===== src/rtl/llqm_pkg.sv =====
// ----------------------------------------------------------------------------
// llqm_pkg: shared types for the linked list queue manager
// Operation codes, controller states and the command/status structs.
// ----------------------------------------------------------------------------
package llqm_pkg;

    typedef enum logic [2:0] {
        OP_APPEND  = 3'd0,
        OP_PREPEND = 3'd1,
        OP_REMOVE  = 3'd2,
        OP_SHIFT   = 3'd3,
        OP_POP     = 3'd4,
        OP_SPLICE  = 3'd5,
        OP_CLEAR   = 3'd6,
        OP_QUERY   = 3'd7
    } t_op;

    typedef enum logic [2:0] {
        ST_IDLE,
        ST_READ,
        ST_EXEC,
        ST_FETCH,
        ST_OUT
    } t_state;

    // Commands from controller to datapath.
    typedef struct packed {
        logic capture;   // latch the input item
        logic read;      // issue link reads for the target element
        logic exec;      // apply the operation
        logic fetch;     // read the links of the given element
        logic load_out;  // load the output register
    } t_cmd;

    // Status from datapath to controller.
    typedef struct packed {
        logic out_busy;  // output register holds an item not yet taken
    } t_status;

endpackage


===== src/rtl/llqm_ctrl.sv =====
// ----------------------------------------------------------------------------
// llqm_ctrl: operation sequencer
// Steps each item through capture, link read, update, result read and output.
// ----------------------------------------------------------------------------
module llqm_ctrl (
    input  logic               i_clk,
    input  logic               i_rst_n,
    input  logic               i_in_valid,
    output logic               o_in_ready,
    input  llqm_pkg::t_status  i_status,
    output llqm_pkg::t_cmd     o_cmd
);
    llqm_pkg::t_state r_state, n_state;

    always_ff @(posedge i_clk) begin
        if (!i_rst_n) begin
            r_state <= llqm_pkg::ST_IDLE;
        end else begin
            r_state <= n_state;
        end
    end

    always_comb begin
        n_state    = r_state;
        o_cmd      = '0;
        o_in_ready = 1'b0;
        case (r_state)
            llqm_pkg::ST_IDLE: begin
                o_in_ready = 1'b1;
                if (i_in_valid) begin
                    o_cmd.capture = 1'b1;
                    n_state = llqm_pkg::ST_READ;
                end
            end
            llqm_pkg::ST_READ: begin
                o_cmd.read = 1'b1;
                n_state = llqm_pkg::ST_EXEC;
            end
            llqm_pkg::ST_EXEC: begin
                o_cmd.exec = 1'b1;
                n_state = llqm_pkg::ST_FETCH;
            end
            llqm_pkg::ST_FETCH: begin
                o_cmd.fetch = 1'b1;
                n_state = llqm_pkg::ST_OUT;
            end
            llqm_pkg::ST_OUT: begin
                if (!i_status.out_busy) begin
                    o_cmd.load_out = 1'b1;
                    n_state = llqm_pkg::ST_IDLE;
                end
            end
            default: n_state = llqm_pkg::ST_IDLE;
        endcase
    end
endmodule


===== config.mk =====
export PLATFORM = sky130hd
export DESIGN_NAME = llqm_ctrl
export DESIGN_NICKNAME = d
export VERILOG_FILES = /design/src/rtl/llqm_pkg.sv /design/src/rtl/llqm_ctrl.sv
export SDC_FILE = /design/constraint.sdc
export NUM_CORES = 1
export LEC_CHECK = 0
export BUFFER_PORTS_ARGS = -buffer_cell sky130_fd_sc_hd__buf_4
export CAP_MARGIN = 10
export CORE_AREA = 2 2 39 41
export CTS_CLUSTER_SIZE = 24
export DETAILED_ROUTE_END_ITERATION = 6
export DIE_AREA = 0 0 41 43
export PLACE_DENSITY_LB_ADDON = 0.25
export SYNTH_ARGS = -nofsm -noshare
export SYNTH_HDL_FRONTEND = slang
export SYNTH_SLANG_ARGS = --single-unit

===== constraint.sdc =====
create_clock -name i_clk -period 0.99 [get_ports i_clk]
set_input_delay 0.099 -clock i_clk [delete_from_list [all_inputs] [get_ports i_clk]]
set_output_delay 0.099 -clock i_clk [all_outputs]
set_load 0.05 [all_outputs]

=== Yosys cells after proc, flatten, opt, wreduce, memory -nomap -nowiden ===
Index checks and enable logic that the tools add are counted.

* Register bits after elaboration: 3
* Output and inout port bits: 6
* Word-level logic and storage cells: 20

* Eq/ne operators: 6
* Muxes and demuxes: 11
* Reductions and logical operators: 2

{| class="wikitable"
|+ Operator list
! kind !! count
|-
| case mux 3 bit (5 select lines) || 1
|-
| 2-to-1 mux 1 bit || 8
|-
| equality test 3 x 2 -> 1 bit (second input constant) || 2
|-
| 2-to-1 mux 3 bit || 2
|-
| != test 2 bit (second input constant) || 2
|-
| equality test 3 x 1 -> 1 bit (second input constant) || 1
|-
| equality test 3 bit (second input constant) || 1
|-
| zero test 3 bit || 1
|-
| AND reduction 2 bit || 1
|}

=== Depth between registers and ports, before layout ===
* Depth in word-level cells: 3
* Depth in mapped cells: 2
* Depth with buffers taken out: 2

=== Worst setup path after synthesis ===
No wires, ideal clock.

* Path type: register -> output
* From: register r_state[0]
* To: output o_cmd[4] (netlist name)
* Arrival time: 2.044 ns
* Data required time: 0.891 ns
* Path slack: -1.153 ns
* Cell stages (with the launch flop): 3
* Path buffers: 0
* Cell sequence: dfxtp_1 -> nor3_1 -> and2_1

{| class="wikitable"
|+ RTL lines
! element !! RTL line !! text
|-
| start: declaration || llqm_ctrl.sv:13 || <nowiki>llqm_pkg::t_state r_state, n_state;</nowiki>
|-
| start signal: assignment || llqm_ctrl.sv:17 || <nowiki>r_state <= llqm_pkg::ST_IDLE;</nowiki>
|-
| start signal: assignment || llqm_ctrl.sv:19 || <nowiki>r_state <= n_state;</nowiki>
|-
| end: declaration || llqm_ctrl.sv:11 || <nowiki>output llqm_pkg::t_cmd o_cmd</nowiki>
|}

==> metrics.cfg <==
[sta]
drv_slew=0
fin_ws_ns=-0.303
finalClockSkew_ns=0.00158
setup_tns_ns=-1.46
setup_viol=7
max_freq_mhz=774
finalCritPeriodShare=1.31
min_period_ns=1.29
rsz0062_at_grt=yes
tightest_slew_ns=0.161
hold_viol=0
relSlewSlack=0.892

[critical_path]
cp_max_fo=2
r2r-start=r_state[2]
cp-start-kind=flip-flop
worstPathRequired_ns=0.89
endpoint_kind=primary output
cp.arrival_ns=1.19
setup.worst_path.start=r_state[2]
path_class=reg2out

[clock_network]
worst_skew_pair.late_latency_ns=0.23
cts.reportedPaths.clkPinSlew_ns=0.04
clock_sinks=3
numCtsBuffers=3
cts_hold_buffers=0
root_buffer=clkbuf_4
cts_tree=yes
cts_max_level=1
cts.path.max_buffers=2

[grt]
overflow=0
busiest_layer=met2
antenna_found_initial=0
grt_pass1_wl_um=745
grt_use_met2=0.0844
groute.usage.overall=0.0683
grt_use_met3=0.0524
grt_pass1_vias=185
grtUsageMet1=0.0806
grt_max_degree=7

[power]
power.total_mw=0.626
leakagePower_nw=0.169
powerDensity_nw_per_um2=1620
max-vdd-ir-drop_uv=555

[final_layout]
final_nets=40
largestRegisters=r_state (3)
top_register=r_state
largest_reg_flops=3
diodes=0
final-instance-count-excl-fill=51
layout-drive-gt1-share=0.800
syn_to_final_growth_pct=151
fillCellCount=149

[routing]
route.detailed.drc=0
drtPass1Iterations=2
postRouteAntennaNets=0
vias=196
via_per_inst=3.84
wl_per_cell_um=9.63
wl_um=491
drt-initial-drc-count=3

[placement]
io_buffers=9
place_hpwl_um=340
dp.cells=45
place.gp.congestion=0.560
pre_cts_slack_ns=-0.142

[yosys]
synth_cell_types=11
synth.avg_cell_area_um2=9.62
postSynthCellCount=16
synth_top_family_by_area=simple AND/OR/NAND/NOR gates
synth_fa_ha_area_frac=0
synth_area_leader_cell=dfxtp_1
syn_nets=20
synthTopCellsByCount=dfxtp_1 (3), nor3b_1 (3), nor3_1 (2)
synthXorXnorAreaFrac=0.0569
synth-compound-area-share=0.130
seq_area_frac_synth=0.390
yosysTopAreaCellShare=0.390
synth_area_um2=154
synthArstFlopShare=0
synth_ff_type=dfxtp_1
synth_area_leaders=dfxtp_1 (39%), nor3b_1 (15%), o2bb2ai_2 (9.8%)
synthSimpleGateAreaFrac=0.423
synth_warnings=0
synth_edf_count=0
synth_mux_area_frac=0
ys_ff_latch=3

[die]
dieWidth_um=41
core_area_um2=1380
die_area_um2=1760
start_util=0.111
io_pins=10
fp-row-count=14
die_h_um=43

[worst_hold_path]
worstHoldStart=i_rst_n
hp-class=in2reg

[outcome]
status=finished, violations left
violations=negative setup slack

[run]
drv_cap=0

[kinds of logic after synthesis]
family | count (synthesis)
xor gates and xnor gates | 1
AOI/OAI and AO/OA | 2
DFF | 3
and+or+nand+nor | 10
[power by group]
part	switching (mW)	internal (mW)	leakage, nW
clock	0.0594	0.151	0.0150
combinational	0.153	0.123	0.129
sequential	0.00649	0.134	0.0255
total	0.219	0.407	0.169
[cell usage in the layout (no fill, tap or decap), drive strengths merged]
master,n
and2,1
and3b,1
buf,15
clkbuf,4
dfxtp,3
nand2,1
nor2,1
nor3,2
nor3b,3
o21ai,1
o2bb2ai,1
or3b,1
xnor2,1
[metrics by stage]
| stage | util | hold WS [ns] | area, um2 |
|---|---|---|---|
| finish | 0.279 | 0.109 | 387 |
| global route | 0.279 | 0.100 | 387 |
| CTS | 0.274 | 0.0985 | 379 |
| detailed placement | 0.221 | 0.337 | 305 |
| global placement | 0.221 | 0.326 | 305 |
| floorplan | - | 0.207 | 188 |
[final timing paths]
path,endpoint,slack (ns),depth (start not counted)
min,r_state[2],0.11,2
max reg2reg,r_state[2],-0.07,4
max,o_cmd[0],-0.30,3
min reg2reg,r_state[1],0.58,2
[routing by layer]
metal | wire (um) | vias to the layer above
met1 | 221 | 84
met2 | 191 | 12
met5 | 0 | -
met3 | 66 | 2
li1 | - | 98
met4 | 12 | 0
[what timing repair did]
action,4_1_cts,5_1_grt
hold endpoints to repair,0,0
setup endpoints to repair,6,8
setup buffers,2,0
pin swaps,1,1
gates resized for setup,9,2
[layout make-up]
class,instances,area (um2),share of cell area
timing repair buffer,15,150,0.388
multi-input combinational,13,128,0.330
sequential,3,62.6,0.162
clock buffer,4,26.3,0.0680
tap,16,20.0,0.0518
[critical path, cell delays in order, from the launching register on]
cell	delay (ns)
dfxtp_2	0.32
or3b_4	0.39
nor2_4	0.10
buf_8	0.15
Note: power is estimated with default switching activity, not from simulation.
